File: config.mk
export PLATFORM = sky130hd
export DESIGN_NAME = dtmfgen_lane
export DESIGN_NICKNAME = d
export VERILOG_FILES = /design/src/rtl/dtmfgen_pkg.sv /design/src/rtl/dtmfgen_lane.sv
export SDC_FILE = /design/constraint.sdc
export NUM_CORES = 2
export LEC_CHECK = 0
export BUFFER_PORTS_ARGS = -buffer_cell sky130_fd_sc_hd__buf_2
export CAP_MARGIN = 20
export CORE_ASPECT_RATIO = 0.5
export CORE_UTILIZATION = 66
export CTS_BUF_LIST = sky130_fd_sc_hd__clkbuf_4 sky130_fd_sc_hd__clkbuf_8 sky130_fd_sc_hd__clkbuf_16
export CTS_CLUSTER_SIZE = 30
export DETAILED_ROUTE_END_ITERATION = 7
export PLACE_DENSITY_LB_ADDON = 0.05
export SKIP_CTS_REPAIR_TIMING = 1
export SYNTH_ARGS = -nofsm -noshare
export SYNTH_HDL_FRONTEND = slang
export SYNTH_SLANG_ARGS = --single-unit
File: constraint.sdc
create_clock -name clk -period 18.5 [get_ports clk]
set_clock_uncertainty 0.1 [all_clocks]
set_input_delay 0.925 -clock clk [delete_from_list [all_inputs] [get_ports clk]]
set_output_delay 0.925 -clock clk [all_outputs]
set_load 0.05 [all_outputs]
File: src/rtl/dtmfgen_pkg.sv
// Shared types, constants, DTMF frequency table and microcode ROM for the tone generator.
`default_nettype none

package dtmfgen_pkg;

	// Datapath operations, one per microcode step.
	typedef enum logic [3:0] {
		OP_NOP,
		OP_WAIT,
		OP_FRED,
		OP_DBL,
		OP_ADDB,
		OP_RECIP,
		OP_QUOT,
		OP_PHASE,
		OP_SQ,
		OP_Z2,
		OP_P2,
		OP_P3,
		OP_SIN,
		OP_MIX,
		OP_EMIT
	} op_t;

	// Jump conditions of the sequencer.
	typedef enum logic [2:0] {
		JC_NEXT,
		JC_ALWAYS,
		JC_ACCEPT,
		JC_CNT_NZ,
		JC_NO_WORK,
		JC_OUT_FREE
	} jc_t;

	typedef logic [3:0] step_t;

	typedef struct packed {
		op_t   op;
		jc_t   jc;
		step_t target;
	} uword_t;

	typedef struct packed {
		op_t  op;
		logic load;
		logic adv;
	} lane_ctrl_t;

	typedef struct packed {
		logic accept;
		logic tick;
		logic no_work;
		logic out_free;
	} seq_flags_t;

	localparam logic       CMD_LOAD     = 1'b0;
	localparam logic       CMD_TICK     = 1'b1;
	localparam logic [1:0] MODE_SILENCE = 2'd0;
	localparam logic [1:0] MODE_PAIR    = 2'd1;
	localparam logic [1:0] MODE_KEY     = 2'd2;
	localparam logic [3:0] KEY_MAX      = 4'd9;

	localparam logic [14:0] VOLUME_RESET = 15'd6554;

	// Polynomial sine coefficients and the quarter-turn phase.
	localparam logic [12:0] SIN_C1  = 13'd4926;
	localparam logic [15:0] SIN_C2  = 16'd42334;
	localparam logic [16:0] SIN_C3  = 17'd102944;
	localparam logic [14:0] QUARTER = 15'd16384;

	// Program entry points.
	localparam step_t ST_WAIT = 4'd0;
	localparam step_t ST_LOAD = 4'd1;
	localparam step_t ST_DBL  = 4'd2;
	localparam step_t ST_TICK = 4'd5;
	localparam step_t ST_EMIT = 4'd14;

	function automatic logic [11:0] dtmf_low(input logic [3:0] key);
		logic [11:0] f;
		unique case (key)
			4'd0: f = 12'd941;
			4'd1, 4'd2, 4'd3: f = 12'd697;
			4'd4, 4'd5, 4'd6: f = 12'd770;
			4'd7, 4'd8, 4'd9: f = 12'd852;
			default: f = 12'd0;
		endcase
		return f;
	endfunction

	function automatic logic [11:0] dtmf_high(input logic [3:0] key);
		logic [11:0] f;
		unique case (key)
			4'd1, 4'd4, 4'd7: f = 12'd1209;
			4'd0, 4'd2, 4'd5, 4'd8: f = 12'd1336;
			4'd3, 4'd6, 4'd9: f = 12'd1477;
			default: f = 12'd0;
		endcase
		return f;
	endfunction

	// Microcode ROM. Steps 1 to 4 handle a load, steps 5 to 14 a tick.
	function automatic uword_t ucode(input step_t s);
		uword_t w;
		unique case (s)
			4'd0:  w = '{op: OP_WAIT,  jc: JC_ACCEPT,   target: ST_TICK};
			4'd1:  w = '{op: OP_FRED,  jc: JC_NEXT,     target: ST_WAIT};
			4'd2:  w = '{op: OP_DBL,   jc: JC_NEXT,     target: ST_WAIT};
			4'd3:  w = '{op: OP_ADDB,  jc: JC_CNT_NZ,   target: ST_DBL};
			4'd4:  w = '{op: OP_NOP,   jc: JC_ALWAYS,   target: ST_WAIT};
			4'd5:  w = '{op: OP_RECIP, jc: JC_NO_WORK,  target: ST_EMIT};
			4'd6:  w = '{op: OP_QUOT,  jc: JC_NEXT,     target: ST_WAIT};
			4'd7:  w = '{op: OP_PHASE, jc: JC_NEXT,     target: ST_WAIT};
			4'd8:  w = '{op: OP_SQ,    jc: JC_NEXT,     target: ST_WAIT};
			4'd9:  w = '{op: OP_Z2,    jc: JC_NEXT,     target: ST_WAIT};
			4'd10: w = '{op: OP_P2,    jc: JC_NEXT,     target: ST_WAIT};
			4'd11: w = '{op: OP_P3,    jc: JC_NEXT,     target: ST_WAIT};
			4'd12: w = '{op: OP_SIN,   jc: JC_NEXT,     target: ST_WAIT};
			4'd13: w = '{op: OP_MIX,   jc: JC_NEXT,     target: ST_WAIT};
			4'd14: w = '{op: OP_EMIT,  jc: JC_OUT_FREE, target: ST_WAIT};
			default: w = '{op: OP_NOP, jc: JC_ALWAYS,   target: ST_WAIT};
		endcase
		return w;
	endfunction

endpackage

`default_nettype wire

File: src/rtl/dtmfgen_lane.sv
// One tone lane: phase residue, reciprocal phase scaling and polynomial sine.
`default_nettype none

module dtmfgen_lane #(
	parameter int SAMPLE_RATE = 8000
) (
	input  wire                      clk,
	input  wire                      arst_n,
	input  dtmfgen_pkg::lane_ctrl_t  ctrl,
	input  wire  [11:0]              freq_in,
	input  wire                      pos_bit,
	output logic signed [15:0]       sine
);
	import dtmfgen_pkg::*;

	localparam int PW = $clog2(SAMPLE_RATE);
	localparam int AW = PW + 2;
	localparam logic [63:0] RECIP_FULL = 64'h1_0000_0000 / 64'(SAMPLE_RATE);
	localparam int MW = $clog2(RECIP_FULL + 64'd1);
	localparam int PRODW = (PW + MW > 34) ? (PW + MW) : 34;
	localparam logic [PRODW-1:0] RECIP = PRODW'(RECIP_FULL);
	localparam logic [PRODW-1:0] SR_P  = PRODW'(SAMPLE_RATE);
	localparam logic [AW-1:0]    SR_A  = AW'(SAMPLE_RATE);
	localparam logic [PW+16:0]   SR_E  = (PW + 17)'(SAMPLE_RATE);

	// Reduce a value below twice the sample rate into the residue range.
	function automatic logic [PW-1:0] fold_sr(input logic [AW-1:0] v);
		logic [AW-1:0] d;
		d = v - SR_A;
		return (v >= SR_A) ? d[PW-1:0] : v[PW-1:0];
	endfunction

	logic [11:0]        f_q;
	logic [PW-1:0]      rem_q;
	logic [PRODW-1:0]   prod_q;
	logic [15:0]        q_q;
	logic [1:0]         quad_q;
	logic [16:0]        z_q;
	logic [16:0]        z2_q;
	logic signed [15:0] sine_q;

	logic [AW-1:0]      rem_dbl;
	logic [AW-1:0]      rem_add;
	logic [AW-1:0]      f_diff;
	logic [11:0]        f_red;
	logic [PW+16:0]     num;
	logic [PW+16:0]     err;
	logic [15:0]        phase;
	logic [14:0]        xm;
	logic [16:0]        z_next;
	logic [15:0]        t2;
	logic [16:0]        t4;
	logic [15:0]        rh;
	logic [14:0]        mag;
	logic signed [15:0] sine_next;

	assign rem_dbl = {1'b0, rem_q, 1'b0};
	assign rem_add = AW'(rem_q) + AW'(f_q);
	assign f_diff  = AW'(f_q) - SR_A;
	assign f_red   = (AW'(f_q) >= SR_A) ? f_diff[11:0] : f_q;

	// The reciprocal quotient is at most one short; the remainder decides the fix.
	assign num   = {1'b0, rem_q, 16'h0000};
	assign err   = num - prod_q[PW+16:0];
	assign phase = q_q + {15'd0, (err >= SR_E)};
	assign xm    = phase[14] ? (QUARTER - {1'b0, phase[13:0]}) : {1'b0, phase[13:0]};
	assign z_next = {xm, 2'b00};

	assign t2  = SIN_C2 - {3'b000, prod_q[28:16]};
	assign t4  = SIN_C3 - {1'b0, prod_q[31:16]};
	assign rh  = prod_q[32:17];
	assign mag = rh[15] ? 15'h7FFF : rh[14:0];
	assign sine_next = quad_q[1] ? -$signed({1'b0, mag}) : $signed({1'b0, mag});

	assign sine = sine_q;

	always_ff @(posedge clk or negedge arst_n) begin
		if (!arst_n) begin
			f_q   <= '0;
			rem_q <= '0;
		end else begin
			if (ctrl.load)
				f_q <= freq_in;
			else if (ctrl.op == OP_FRED)
				f_q <= f_red;

			if (ctrl.op == OP_FRED)
				rem_q <= '0;
			else if (ctrl.op == OP_DBL)
				rem_q <= fold_sr(rem_dbl);
			else if ((ctrl.op == OP_ADDB && pos_bit) || ctrl.adv)
				rem_q <= fold_sr(rem_add);
		end
	end

	always_ff @(posedge clk) begin
		unique case (ctrl.op)
			OP_RECIP: prod_q <= PRODW'(rem_q) * RECIP;
			OP_QUOT: begin
				q_q    <= prod_q[31:16];
				prod_q <= PRODW'(prod_q[31:16]) * SR_P;
			end
			OP_PHASE: begin
				quad_q <= phase[15:14];
				z_q    <= z_next;
			end
			OP_SQ: prod_q <= PRODW'(z_q) * PRODW'(z_q);
			OP_Z2: begin
				z2_q   <= prod_q[32:16];
				prod_q <= PRODW'(prod_q[32:16]) * PRODW'(SIN_C1);
			end
			OP_P2:  prod_q <= PRODW'(t2) * PRODW'(z2_q);
			OP_P3:  prod_q <= PRODW'(t4) * PRODW'(z_q);
			OP_SIN: sine_q <= sine_next;
			default: ;
		endcase
	end

endmodule

`default_nettype wire

==> out/summary.md <==
* 102 mm — hpwl dp
* 0.82 ns — slowest cell delay on critical path
* done — CTS tree
* 9.15 ns — final worst path period need
* 0.869% — portion of netlist area occupied by mux cells
* 35 — pin count of the biggest net entering global routing
* 33.8% — fraction of synthesized cell area taken by the top area cell type
* sky130_fd_sc_hd__edfxtp_1 — master of the slowest instance on the critical path
* 37 — number of top-level pins
* 0 — number of slew-limit violations in the final report
* 49.4% — final clock period utilization by the worst path
* 24.1 µm — wire length per cell after detailed routing
* flop — sort of element at the start of the critical path
* 42.0% — GRT Util Overall
* 4.45% — layout cell share with drive strength beyond 1
* 4.57% — relative area change from synthesis to final layout
* sky130_fd_sc_hd__clkbuf_16 — Root Buffer
* 36 — count of buffers inserted at the top-level ports
* 0 ns — Setup TNS
* 14.0% — area fraction in and, or, nand and nor cells after synthesis
* 0 — Overflow after GRT
* complete, no violations — run status
* 5677 — final layout net count
* 1.14 ns — slew at the pin with the worst max-slew slack
* 0 — number of warnings reported in the yosys synthesis log
* 40300 µm² — Post-Syn Area
* 63 — Row Count
* 18.60 ns — required time reported for the critical path endpoint
* sky130_fd_sc_hd__edfxtp_1 — most used flip-flop cell after synthesis
* 0 — total DRC errors in the routed layout
* 0 — count of antenna-violating nets left after detailed routing
* 98 — Post-synth EDFFs
* 6 — initial antenna violation count
* 9.24 ns — data arrival time at the worst-slack endpoint
* false — RSZ-0062 raised after global routing
* 4.45% — xor/xnor cell area share of the yosys netlist
* 33200 — via count of the first global-routing pass
* adder cells — Top Family by Delay on Critical Path
* 194 mm — first-pass GRT wire length
* 3323 — initial DRC count
* 4 — depth of the CTS H-tree
* 51.8 mm — Metal-1 WL
* 51.6 mm — met2 routed WL
* 4402 — gate count of the mapped netlist
* 15 — crit path max fanout
* sky130_fd_sc_hd__fa_1 — Synth area leader
* 0 — Setup Viol. Count Final
* 0 — max-capacitance violation count
* 123 — number of storage elements in the synthesis netlist
* 20.3% — share of synthesized registers carrying an async set or reset
* 8.85% — portion of the post-synthesis area used by sequential elements
* 23.3% — Slew headroom
* 18.3 mm — met3 routed WL
* 1.07 — Final Wtd Congestion
* 6.18 — post-DR vias/cell
* 17 — CTS Buf Count
* 0.45 ns — clock insertion delay at the later pin of the skew report
* 0 — number of endpoints with negative hold slack in the final report
* 59700 µm² — Core Box Area
* 62100 µm² — Die ar.
* flop to flop — Worst Path Class, Setup
* 67.5% — Initial Utilization
* 32300 — via total after detailed routing
* 352 µm — horizontal die dimension
* 10.2% — complex-gate fraction of the synthesized area
* 5689 — Post-Syn Nets
* 9.16 µm² — mean instance size in the synthesized netlist
* 2 — clk buf depth
* 6 — worst path buffer plus inverter count
* 126 mm — Final Routed Wirelength
* input pin to asynchronous set/reset pin — HP Class
* met5 — top routing layer used
* flop — Crit. End Element
* 0.07 ns — clock transition time at the flip-flop clock pins of the worst setup and hold paths
* sky130_fd_sc_hd__fa_1 — library cell appearing most often on the critical path
* 52.0% — Adder-Cell Fraction of Synth Area
* 177 µm — height of the die
* sky130_fd_sc_hd__fa_1 34%, sky130_fd_sc_hd__ha_1 18%, sky130_fd_sc_hd__inv_1 8.4%, sky130_fd_sc_hd__edfxtp_1 7.3%, sky130_fd_sc_hd__and2_1 3.9% — biggest area contributors in the synthesized netlist
* 123 — Num Clock Sinks
* 93 — Distinct cells, synth
* adder cells — largest family of logic cells by synthesized area
* 8 — drt pass-1 iters
* 109 MHz — upper clock frequency limit
==> final timing paths <==
kind                                 start    endpoint  slack (ns)  depth (start not counted)
min in group clk                    f_q[8]      f_q[8]        0.42                          1
worst max-delay path            prod_q[20]  prod_q[30]        9.35                         30
max in group asynchronous           arst_n    rem_q[2]       17.56                          1
worst max register to register  prod_q[20]  prod_q[30]        9.35                         30
worst min register to register      f_q[8]      f_q[8]        0.42                          1
worst min-delay path                arst_n    rem_q[9]        0.36                          1
==> layout by cell type (no fill, tap or decap), types with 36 or more instances in the layout <==
cell type | netlist | final
sky130_fd_sc_hd__xor2_1 | 67 | 67
sky130_fd_sc_hd__xnor2_1 | 138 | 135
sky130_fd_sc_hd__buf_2 | 1 | 36
sky130_fd_sc_hd__a21oi_1 | 146 | 146
sky130_fd_sc_hd__nand3_1 | 56 | 56
sky130_fd_sc_hd__inv_1 | 897 | 897
sky130_fd_sc_hd__buf_4 | 0 | 68
sky130_fd_sc_hd__a21o_1 | 81 | 81
sky130_fd_sc_hd__nor2_1 | 162 | 161
sky130_fd_sc_hd__ha_1 | 586 | 586
sky130_fd_sc_hd__nand2_1 | 412 | 412
sky130_fd_sc_hd__and3_1 | 39 | 39
sky130_fd_sc_hd__o21ai_0 | 101 | 99
sky130_fd_sc_hd__fa_1 | 680 | 680
sky130_fd_sc_hd__edfxtp_1 | 98 | 98
sky130_fd_sc_hd__and2_1 | 250 | 250
sky130_fd_sc_hd__nor2b_1 | 47 | 47
==> flip-flops by register name, indices dropped and copies added, names as in the netlist <==
signal  count
q_q        16
f_q        12
sine       16
prod_q     33
rem_q      13
quad_q      1
z_q        15
z2_q       17
==> layer usage <==
| layer | up-vias | global-route usage, % |
|---|---|---|
| li1 | 14100 | - |
| met1 | 16100 | 58.6 |
| met4 | 6 | 12.3 |
| met2 | 1788 | 60.6 |
| met5 | - | 0 |
| met3 | 282 | 16.0 |
==> stage by stage <==
| step | hold WS (ns) | instance area (µm²) | util [%] | cells | setup slack (ns) |
|---|---|---|---|---|---|
| 4_1_cts | 0.363 | 42100 | 70.5 | 5214 | 9.44 |
| 3_3_place_gp | 0.405 | 41500 | 69.5 | 5181 | 9.32 |
| 3_5_place_dp | 0.405 | 41500 | 69.5 | 5182 | 9.51 |
| 5_1_grt | 0.406 | 42200 | 70.5 | 5215 | 8.93 |
| 2_1_floorplan | 0.387 | 40300 | - | 4402 | 10.31 |
| 6_report | 0.360 | 42200 | 70.6 | 5217 | 9.35 |
==> logic make-up (layout without fill, tap and decap cells) <==
group,Yosys count,in the layout
AND/OR/NAND/NOR,1133,1133
buffers and inverters,1036,1037
AO/OA/AOI/OAI,606,606
multiplexers,33,33
XOR/XNOR,205,205
adder cells (fa/ha/maj),1266,1266
flip-flops,123,123
other,0,2
==> cell type report <==
| type | instances | area, µm² |
|---|---|---|
| inverters | 901 | 3380 |
| clock buffers | 17 | 425 |
| repair buffers | 104 | 691 |
| well taps | 812 | 1020 |
| clock inverters | 15 | 180 |
| diodes | 2 | 5.00 |
| fillers | 4767 | 17600 |
| multi-input cells | 3243 | 32900 |
| flip-flops and latches | 123 | 3570 |
==> synthesized netlist by cell type, drive strengths merged (7+ instances only) <==
library cell and number:
a2111oi 7, a211oi 32, a21o 84, a21oi 146, a221o 7, a221oi 15
a22oi 15, a31oi 24, and2 251, and3 39, and4 8, clkbuf 130
dfrtp 25, edfxtp 98, fa 680, ha 586, inv 898, mux2 16
mux2i 17, nand2 412, nand2b 33, nand3 56, nand4 17, nor2 163
nor2b 47, nor3 36, nor3b 8, nor4 14, o211ai 18, o21a 31
o21ai 108, o21bai 15, o22ai 17, o31a 8, o31ai 9, or2 10
or3 16, xnor2 138, xor2 67
Power is not shown: default switching activity piles up to over one toggle a cycle in this logic, so the estimate is an artifact.
