## src/rtl/dtmfgen_pkg.sv

```systemverilog
// Shared types, constants, DTMF frequency table and microcode ROM for the tone generator.
`default_nettype none

package dtmfgen_pkg;

	// Datapath operations, one per microcode step.
	typedef enum logic [3:0] {
		OP_NOP,
		OP_WAIT,
		OP_FRED,
		OP_DBL,
		OP_ADDB,
		OP_RECIP,
		OP_QUOT,
		OP_PHASE,
		OP_SQ,
		OP_Z2,
		OP_P2,
		OP_P3,
		OP_SIN,
		OP_MIX,
		OP_EMIT
	} op_t;

	// Jump conditions of the sequencer.
	typedef enum logic [2:0] {
		JC_NEXT,
		JC_ALWAYS,
		JC_ACCEPT,
		JC_CNT_NZ,
		JC_NO_WORK,
		JC_OUT_FREE
	} jc_t;

	typedef logic [3:0] step_t;

	typedef struct packed {
		op_t   op;
		jc_t   jc;
		step_t target;
	} uword_t;

	typedef struct packed {
		op_t  op;
		logic load;
		logic adv;
	} lane_ctrl_t;

	typedef struct packed {
		logic accept;
		logic tick;
		logic no_work;
		logic out_free;
	} seq_flags_t;

	localparam logic       CMD_LOAD     = 1'b0;
	localparam logic       CMD_TICK     = 1'b1;
	localparam logic [1:0] MODE_SILENCE = 2'd0;
	localparam logic [1:0] MODE_PAIR    = 2'd1;
	localparam logic [1:0] MODE_KEY     = 2'd2;
	localparam logic [3:0] KEY_MAX      = 4'd9;

	localparam logic [14:0] VOLUME_RESET = 15'd6554;

	// Polynomial sine coefficients and the quarter-turn phase.
	localparam logic [12:0] SIN_C1  = 13'd4926;
	localparam logic [15:0] SIN_C2  = 16'd42334;
	localparam logic [16:0] SIN_C3  = 17'd102944;
	localparam logic [14:0] QUARTER = 15'd16384;

	// Program entry points.
	localparam step_t ST_WAIT = 4'd0;
	localparam step_t ST_LOAD = 4'd1;
	localparam step_t ST_DBL  = 4'd2;
	localparam step_t ST_TICK = 4'd5;
	localparam step_t ST_EMIT = 4'd14;

	function automatic logic [11:0] dtmf_low(input logic [3:0] key);
		logic [11:0] f;
		unique case (key)
			4'd0: f = 12'd941;
			4'd1, 4'd2, 4'd3: f = 12'd697;
			4'd4, 4'd5, 4'd6: f = 12'd770;
			4'd7, 4'd8, 4'd9: f = 12'd852;
			default: f = 12'd0;
		endcase
		return f;
	endfunction

	function automatic logic [11:0] dtmf_high(input logic [3:0] key);
		logic [11:0] f;
		unique case (key)
			4'd1, 4'd4, 4'd7: f = 12'd1209;
			4'd0, 4'd2, 4'd5, 4'd8: f = 12'd1336;
			4'd3, 4'd6, 4'd9: f = 12'd1477;
			default: f = 12'd0;
		endcase
		return f;
	endfunction

	// Microcode ROM. Steps 1 to 4 handle a load, steps 5 to 14 a tick.
	function automatic uword_t ucode(input step_t s);
		uword_t w;
		unique case (s)
			4'd0:  w = '{op: OP_WAIT,  jc: JC_ACCEPT,   target: ST_TICK};
			4'd1:  w = '{op: OP_FRED,  jc: JC_NEXT,     target: ST_WAIT};
			4'd2:  w = '{op: OP_DBL,   jc: JC_NEXT,     target: ST_WAIT};
			4'd3:  w = '{op: OP_ADDB,  jc: JC_CNT_NZ,   target: ST_DBL};
			4'd4:  w = '{op: OP_NOP,   jc: JC_ALWAYS,   target: ST_WAIT};
			4'd5:  w = '{op: OP_RECIP, jc: JC_NO_WORK,  target: ST_EMIT};
			4'd6:  w = '{op: OP_QUOT,  jc: JC_NEXT,     target: ST_WAIT};
			4'd7:  w = '{op: OP_PHASE, jc: JC_NEXT,     target: ST_WAIT};
			4'd8:  w = '{op: OP_SQ,    jc: JC_NEXT,     target: ST_WAIT};
			4'd9:  w = '{op: OP_Z2,    jc: JC_NEXT,     target: ST_WAIT};
			4'd10: w = '{op: OP_P2,    jc: JC_NEXT,     target: ST_WAIT};
			4'd11: w = '{op: OP_P3,    jc: JC_NEXT,     target: ST_WAIT};
			4'd12: w = '{op: OP_SIN,   jc: JC_NEXT,     target: ST_WAIT};
			4'd13: w = '{op: OP_MIX,   jc: JC_NEXT,     target: ST_WAIT};
			4'd14: w = '{op: OP_EMIT,  jc: JC_OUT_FREE, target: ST_WAIT};
			default: w = '{op: OP_NOP, jc: JC_ALWAYS,   target: ST_WAIT};
		endcase
		return w;
	endfunction

endpackage

`default_nettype wire

```

## src/rtl/dtmfgen_useq.sv

```systemverilog
// Microcode sequencer: step counter, ROM lookup, conditional jumps and loop counter.
`default_nettype none

module dtmfgen_useq #(
	parameter int POS_W = 13
) (
	input  wire                      clk,
	input  wire                      arst_n,
	input  dtmfgen_pkg::seq_flags_t  flags,
	output dtmfgen_pkg::op_t         op,
	output logic [$clog2(POS_W)-1:0] cnt
);
	import dtmfgen_pkg::*;

	localparam int CW = $clog2(POS_W);

	step_t           pc_q;
	step_t           pc_d;
	uword_t          uw;
	logic [CW-1:0]   cnt_q;

	assign uw  = ucode(pc_q);
	assign op  = uw.op;
	assign cnt = cnt_q;

	always_comb begin
		unique case (uw.jc)
			JC_NEXT:     pc_d = pc_q + 4'd1;
			JC_ALWAYS:   pc_d = uw.target;
			JC_ACCEPT: begin
				if (!flags.accept)
					pc_d = pc_q;
				else if (flags.tick)
					pc_d = uw.target;
				else
					pc_d = pc_q + 4'd1;
			end
			JC_CNT_NZ:   pc_d = (cnt_q != '0) ? uw.target : pc_q + 4'd1;
			JC_NO_WORK:  pc_d = flags.no_work ? uw.target : pc_q + 4'd1;
			JC_OUT_FREE: pc_d = flags.out_free ? uw.target : pc_q;
			default:     pc_d = ST_WAIT;
		endcase
	end

	always_ff @(posedge clk or negedge arst_n) begin
		if (!arst_n) begin
			pc_q  <= ST_WAIT;
			cnt_q <= '0;
		end else begin
			pc_q <= pc_d;
			if (uw.op == OP_FRED)
				cnt_q <= CW'(POS_W - 1);
			else if (uw.op == OP_ADDB)
				cnt_q <= cnt_q - CW'(1);
		end
	end

endmodule

`default_nettype wire

```

## config.mk

```make
export PLATFORM = sky130hd
export DESIGN_NAME = dtmfgen_useq
export DESIGN_NICKNAME = d
export VERILOG_FILES = /design/src/rtl/dtmfgen_pkg.sv /design/src/rtl/dtmfgen_useq.sv
export SDC_FILE = /design/constraint.sdc
export NUM_CORES = 1
export LEC_CHECK = 0
export BUFFER_PORTS_ARGS = -buffer_cell sky130_fd_sc_hd__clkbuf_2
export CORE_MARGIN = 5
export CORE_UTILIZATION = 57
export CTS_CLUSTER_DIAMETER = 60
export DETAILED_ROUTE_END_ITERATION = 10
export GPL_ROUTABILITY_DRIVEN = 0
export GPL_TIMING_DRIVEN = 0
export PLACE_DENSITY = 0.85
export SYNTH_ARGS = -nofsm -noshare
export SYNTH_HDL_FRONTEND = slang
export SYNTH_SLANG_ARGS = --single-unit
```

## constraint.sdc

```tcl
create_clock -name clk -period 2.9 [get_ports clk]
set_input_delay 0.58 -clock clk [delete_from_list [all_inputs] [get_ports clk]]
set_output_delay 0.58 -clock clk [all_outputs]
set_load 0.02 [all_outputs]
```

==> out/metrics.csv, run 1 <==
stage,metric,value,unit
run_status,status,finished clean,
flow_run,max-cap violation count,0,
worst_setup_path,Worst Setup EP,op[1],
yosys,sequential area share after synthesis,0.191,
cells_and_area,Diodes inserted,0,
floorplanning,Core Rows,15,
floorplanning,die span in x,52.8,um
worst_setup_path,CP max FO,10,
worst_setup_path,worst endpoint required time,2.32,ns
yosys,Syn Area/Cell,8.44,um^2
yosys,"flops & latches, synth",8,
yosys,Synth area leaders,"dfrtp_1, ha_1, o21ai_0",
worst_setup_path,crit-path max cell delay,0.53,ns
drt,vias post-DR,1041,
sta,Max Slew Vio Count,0,
cts,H-tree depth,1,
drt,number of vias per cell,6.31,
global_routing,GRT Total Usage,0.203,
cts,maximum clock path buffer count,2,
worst_setup_path,Setup CP Type,register to output pin,
cells_and_area,Util after Layout,0.675,
sta,max_slew headroom,0.731,
worst_setup_path,Slowest cell on crit path,dfrtp_1,
placed_design,DP Worst Slack,0.472,ns
cts,Clock transition at path regs,0.05,ns
floorplanning,die area,2790,um^2
worst_setup_path,endpoint class of the critical path,output pin,
global_routing,initial antenna violation count,0,
sta,Final WS setup,0.184,ns
drt,Routed Antenna Nets,0,
cells_and_area,most frequent cells in the layout,"clkbuf_2, nand2_1, o21ai_0, ha_1, dfrtp_1",
cells_and_area,share of cells above drive strength 1,0.229,
pwr,static leakage,0.520,nW
global_routing,vias in the first global route,936,
yosys,top cell type's share of synthesized area,0.191,
cts,post-CTS setup buffer count,0,
worst_setup_path,WP data arrival,2.14,ns
pwr,peak supply drop,0.708,mV
worst_setup_path,FF-to-FF path depth,7,
yosys,yosys warns,0,
placed_design,Post-DP Area,1140,um^2
cts,CTS buffer count,3,
drt,Total Wirelength,2540,um
cts,PostCTS Resize Cnt,0,
cells_and_area,final design instance area without fill,1160,um^2
global_routing,global route total overflow,0,
sta,Slew @ Worst Pin,0.399,ns
cts,clk_lat worst skew,0.24,ns
sta,Final Hold Fails,0,
sta,Hold WS,0.167,ns
cts,CTS Root Cell,clkbuf_4,
cells_and_area,"commonest non-fill, non-tap cell in the layout",clkbuf_2,
sta,Final min period,2.72,ns
drt,per-cell routed wire length,15.4,um
yosys,Post-Syn Nets,139,
placed_design,buffers added on ports,13,
floorplanning,I/O pin cnt,14,
placed_design,Final HPWL DP,2000,um
yosys,Post-Synthesis Cells,124,
pwr,pwr/cell area,1240,nW/um^2
floorplanning,area of the core,1730,um^2
sta,RSZ-0062 raised after global routing,false,
sta,Tcrit/Tclk final,0.937,
cells_and_area,Final nets,157,
worst_setup_path,Reg2Reg Setup Slack,0.44,ns
worst_setup_path,"critical path, cell by cell",inv_1 > ha_1 > mux2i_1 > mux2_2 > inv_1 > clkbuf_2,
cts,CTS tree,done,
global_routing,first-pass GRT wire length,4220,um
drt,First-pass DRT Iterations,4,
worst_setup_path,Worst R2R End,pc_q[0],
yosys,post-synth top area cell,dfrtp_1,
worst_setup_path,worst r2r src,pc_q[1],
worst_setup_path,Critical Path Start,pc_q[1],
yosys,Cell variety after synth,46,
global_routing,largest net degree at the start of global routing,11,
drt,initial DRC count,48,
worst_setup_path,Startpoint Class,register,
sta,Peak Freq,0.368,GHz
floorplanning,initial core utilization,0.606,
cts,Hold Buf Count CTS,0,
min_path,HP Class,input pin to asynchronous set/reset pin,
sta,setup tns final,0,ns
sta,final count of negative-setup-slack endpoints,0,
floorplanning,Die Y,52.8,um
drt,DRC,0,
cells_and_area,synthesis-to-layout area growth,11.4,%
yosys,mapped cell area,1050,um^2
cts,clk sinks,8,
worst_setup_path,"most used cell, CP",inv_1,
sta,Final Skew,0.00109,ns
[worst min path at each step]
stage / start / to
global placement: arst_n / cnt[0]
CTS: arst_n / cnt[1]
global route: arst_n / pc_q[0]
detailed placement: arst_n / cnt[0]
finish: arst_n / pc_q[0]
floorplan: arst_n / cnt[0]
[per-layer routing]
metal	wire, um	track usage	vias up
met3	165	0.0313	4
met5	0	0	-
li1	-	-	502
met1	1110	0.271	496
met4	16	0.0553	0
met2	1250	0.337	39
[state kept, by name, summed over array words and instances, names as in the netlist]
signal	flops
pc_q	4
cnt	4
[critical path, delay by kind of cell (launching register included)]
kind / cells / cell delay (ns)
fa+ha+maj: 1 / 0.47
buf+inv: 3 / 0.44
flops: 1 / 0.53
mux: 2 / 0.45
[synth_stat cells (all sizes together)]
cell,instances
o211ai,1
or4b,1
mux2i,4
and2,4
a21oi,7
o31ai,1
nand2b,8
and2b,1
a32o,1
nor2,4
o22ai,3
o21ai,10
nand2,13
a211oi,1
o311ai,1
or3,1
or4,1
nand4,2
nand3,7
nand4b,1
a31oi,2
buf,4
a21o,2
a22o,3
a22oi,2
o2bb2ai,1
or3b,1
a2bb2oi,2
nor2b,1
ha,9
nor3,3
a211o,2
inv,6
mux2,3
o32ai,1
nor3b,1
dfrtp,8
or4bb,1
[where the power goes]
group	internal (W)	total (W)	switching (W)	leakage [nW]
Sequential	0.000159	0.000235	0.0000760	0.0979
Combinational	0.000470	0.00113	0.000659	0.408
Clock	0.0000471	0.0000809	0.0000338	0.0138
[per-stage QoR]
stage / total power (W) / std cells
2_1_floorplan: 0.00109 / 124
3_3_place_gp: 0.00131 / 162
3_5_place_dp: 0.00135 / 162
4_1_cts: 0.00144 / 165
5_1_grt: 0.00157 / 165
6_report: 0.00144 / 165
[logic make-up (layout without fill, tap and decap cells)]
logic type / count (synthesis) / after routing / share of synthesized area
muxes: 7 / 7 / 0.0706
adders and majority gates: 9 / 9 / 0.108
and+or+nand+nor: 50 / 50 / 0.282
DFF: 8 / 8 / 0.191
AOI/OAI and AO/OA: 40 / 40 / 0.286
buffers and inverters: 10 / 26 / 0.0622
[cell type report]
| cell class | instances | area [um^2] |
|---|---|---|
| Buffer | 4 | 42.5 |
| Multi-Input combinational cell | 106 | 781 |
| Clock buffer | 3 | 22.5 |
| Timing Repair Buffer | 13 | 65.1 |
| Fill cell | 153 | 562 |
| Inverter | 6 | 22.5 |
| Sequential cell | 8 | 200 |
| Tap cell | 25 | 31.3 |
Note: power is estimated with default switching activity, not from simulation.
==> run 2, diff against run 1 <==
--- a/config.mk
+++ b/config.mk
@@ -12,6 +12,7 @@
 export DETAILED_ROUTE_END_ITERATION = 10
 export GPL_ROUTABILITY_DRIVEN = 0
 export GPL_TIMING_DRIVEN = 0
+export MAX_ROUTING_LAYER = met4
 export PLACE_DENSITY = 0.85
 export SYNTH_ARGS = -nofsm -noshare
 export SYNTH_HDL_FRONTEND = slang
==> run 2 against run 1 <==
Worst setup slack got worse by 0.0038 ns; clock skew about the same; critical path depth unchanged; register-to-register slack got worse by 0.05 ns; via count increased by 0.58%; worst hold slack got worse by 0.0014 ns; combinational power about the same; total power decreased by 0.13%; wire length unchanged; critical endpoint unchanged; largest power group unchanged.
==> out/metrics.csv, run 2 (synthesized netlist as in run 1, its figures left out) <==
stage,metric,value,unit
sta,Final WS setup,0.180,ns
sta,Final Skew,0.000955,ns
placed_design,Final HPWL DP,2000,um
worst_setup_path,CP max FO,10,
cells_and_area,Diodes inserted,0,
placed_design,DP Worst Slack,0.472,ns
cells_and_area,share of cells above drive strength 1,0.229,
worst_setup_path,Worst R2R End,pc_q[0],
global_routing,GRT Total Usage,0.208,
global_routing,grt peak-use layer,met2,
pwr,switching share of power,0.532,
cts,PostCTS Resize Cnt,0,
drt,Routed Antenna Nets,0,
pwr,Tot Pwr,0.00144,W
worst_setup_path,Setup CP Type,register to output pin,
worst_setup_path,Startpoint Class,register,
cts,CTS buffer count,3,
cells_and_area,FILL cells,153,
pwr,Psw,0.000767,W
drt,per-cell routed wire length,15.4,um
drt,DRC,0,
drt,Total Wirelength,2540,um
sta,Tcrit/Tclk final,0.938,
cts,CTS tree,done,
min_path,HP Class,input pin to asynchronous set/reset pin,
floorplanning,Core Rows,15,
cts,clk_lat worst skew,0.25,ns
worst_setup_path,WP data arrival,2.14,ns
global_routing,global route total overflow,0,
worst_setup_path,worst r2r src,pc_q[1],
worst_setup_path,"most used cell, CP",inv_1,
cts,clk sinks,8,
sta,Final Hold Fails,0,
drt,initial DRC count,47,
placed_design,buffers added on ports,13,
drt,number of vias per cell,6.35,
global_routing,initial antenna violation count,0,
worst_setup_path,"delay-heaviest family, CP",flip-flops,
cts,Clock transition at path regs,0.05,ns
sta,RSZ-0062 raised after global routing,false,
floorplanning,initial core utilization,0.606,
sta,Max Slew Vio Count,0,
worst_setup_path,"critical path, cell by cell",inv_1 > ha_1 > mux2i_1 > mux2_2 > inv_1 > clkbuf_2,
sta,Final min period,2.72,ns
cts,Hold Buf Count CTS,0,
global_routing,met1 Use GR,0.271,
pwr,Flop pwr share,0.163,
run_status,status,finished clean,
pwr,Clk network pwr share,0.056,
cells_and_area,synthesis-to-layout area growth,11.4,%
global_routing,vias in the first global route,934,
cts,H-tree depth,1,
cells_and_area,most frequent cells in the layout,"clkbuf_2, nand2_1, o21ai_0, ha_1, dfrtp_1",
pwr,static leakage,0.520,nW
cts,CTS Root Cell,clkbuf_4,
floorplanning,I/O pin cnt,14,
drt,First-pass DRT Iterations,5,
worst_setup_path,Slowest cell on crit path,dfrtp_1,
worst_setup_path,FF-to-FF path depth,7,
sta,max_slew headroom,0.724,
cts,post-CTS setup buffer count,0,
pwr,Int Pwr,0.000675,W
global_routing,met3 usage,0.0313,
cts,maximum clock path buffer count,2,
sta,Peak Freq,0.368,GHz
global_routing,routing usage on met2,0.337,
worst_setup_path,worst endpoint required time,2.32,ns
cells_and_area,"commonest non-fill, non-tap cell in the layout",clkbuf_2,
floorplanning,die area,2790,um^2
worst_setup_path,Reg2Reg Setup Slack,0.39,ns
global_routing,first-pass GRT wire length,4200,um
pwr,peak supply drop,0.702,mV
flow_run,max-cap violation count,0,
floorplanning,area of the core,1730,um^2
drt,vias post-DR,1047,
floorplanning,die span in x,52.8,um
floorplanning,Die Y,52.8,um
sta,setup tns final,0,ns
cells_and_area,Util after Layout,0.675,
worst_setup_path,endpoint class of the critical path,output pin,
cells_and_area,Final nets,157,
pwr,pwr/cell area,1240,nW/um^2
worst_setup_path,crit-path max cell delay,0.54,ns
sta,Slew @ Worst Pin,0.414,ns
sta,final count of negative-setup-slack endpoints,0,
pwr,Logic pwr share,0.780,
global_routing,largest net degree at the start of global routing,11,
worst_setup_path,"Buf+Inv Stages, Crit Path",3,
-- run 2: power groups by stage --
stage               clock network [W]  logic, W  registers, W
finish                      0.0000811   0.00113      0.000236
detailed placement                  0   0.00111      0.000236
floorplan                           0  0.000851      0.000234
global placement                    0   0.00108      0.000233
global route                0.0000922   0.00123      0.000243
CTS                         0.0000837   0.00112      0.000233
-- run 2: routing by layer --
metal | wire length, um | up-vias | part of all wire
met1 | 1090 | 489 | 0.43
li1 | - | 502 | -
met5 | 0 | - | 0
met3 | 181 | 6 | 0.071
met4 | 22 | 0 | 0.0087
met2 | 1240 | 50 | 0.49
-- run 2: area by class of cell --
type / instances / area (um^2) / area share
buffer: 4 / 42.5 / 0.0365
clock buffer: 3 / 22.5 / 0.0193
inverter: 6 / 22.5 / 0.0193
multi-input combinational: 106 / 781 / 0.670
sequential: 8 / 200 / 0.172
tap: 25 / 31.3 / 0.0269
timing repair buffer: 13 / 65.1 / 0.0559
-- run 2: metrics by stage --
stage | hold WS, ns | cell area, um^2 | cells
2_1_floorplan | 0.284 | 1050 | 124
3_3_place_gp | 0.421 | 1140 | 162
3_5_place_dp | 0.431 | 1140 | 162
4_1_cts | 0.166 | 1160 | 165
5_1_grt | 0.164 | 1160 | 165
6_report | 0.165 | 1160 | 165
-- run 2: how the worst max path moves through the flow --
| stage | startpoint | endpoint | slack (ns) | depth (start not counted) |
|---|---|---|---|---|
| 2_1_floorplan | pc_q[1] | op[1] | 0.81 | 5 |
| 3_3_place_gp | pc_q[1] | pc_q[0] | 0.53 | 7 |
| 3_5_place_dp | pc_q[1] | op[1] | 0.47 | 6 |
| 4_1_cts | pc_q[1] | op[1] | 0.20 | 6 |
| 5_1_grt | pc_q[1] | op[1] | 0.03 | 6 |
| 6_report | pc_q[1] | op[1] | 0.18 | 6 |
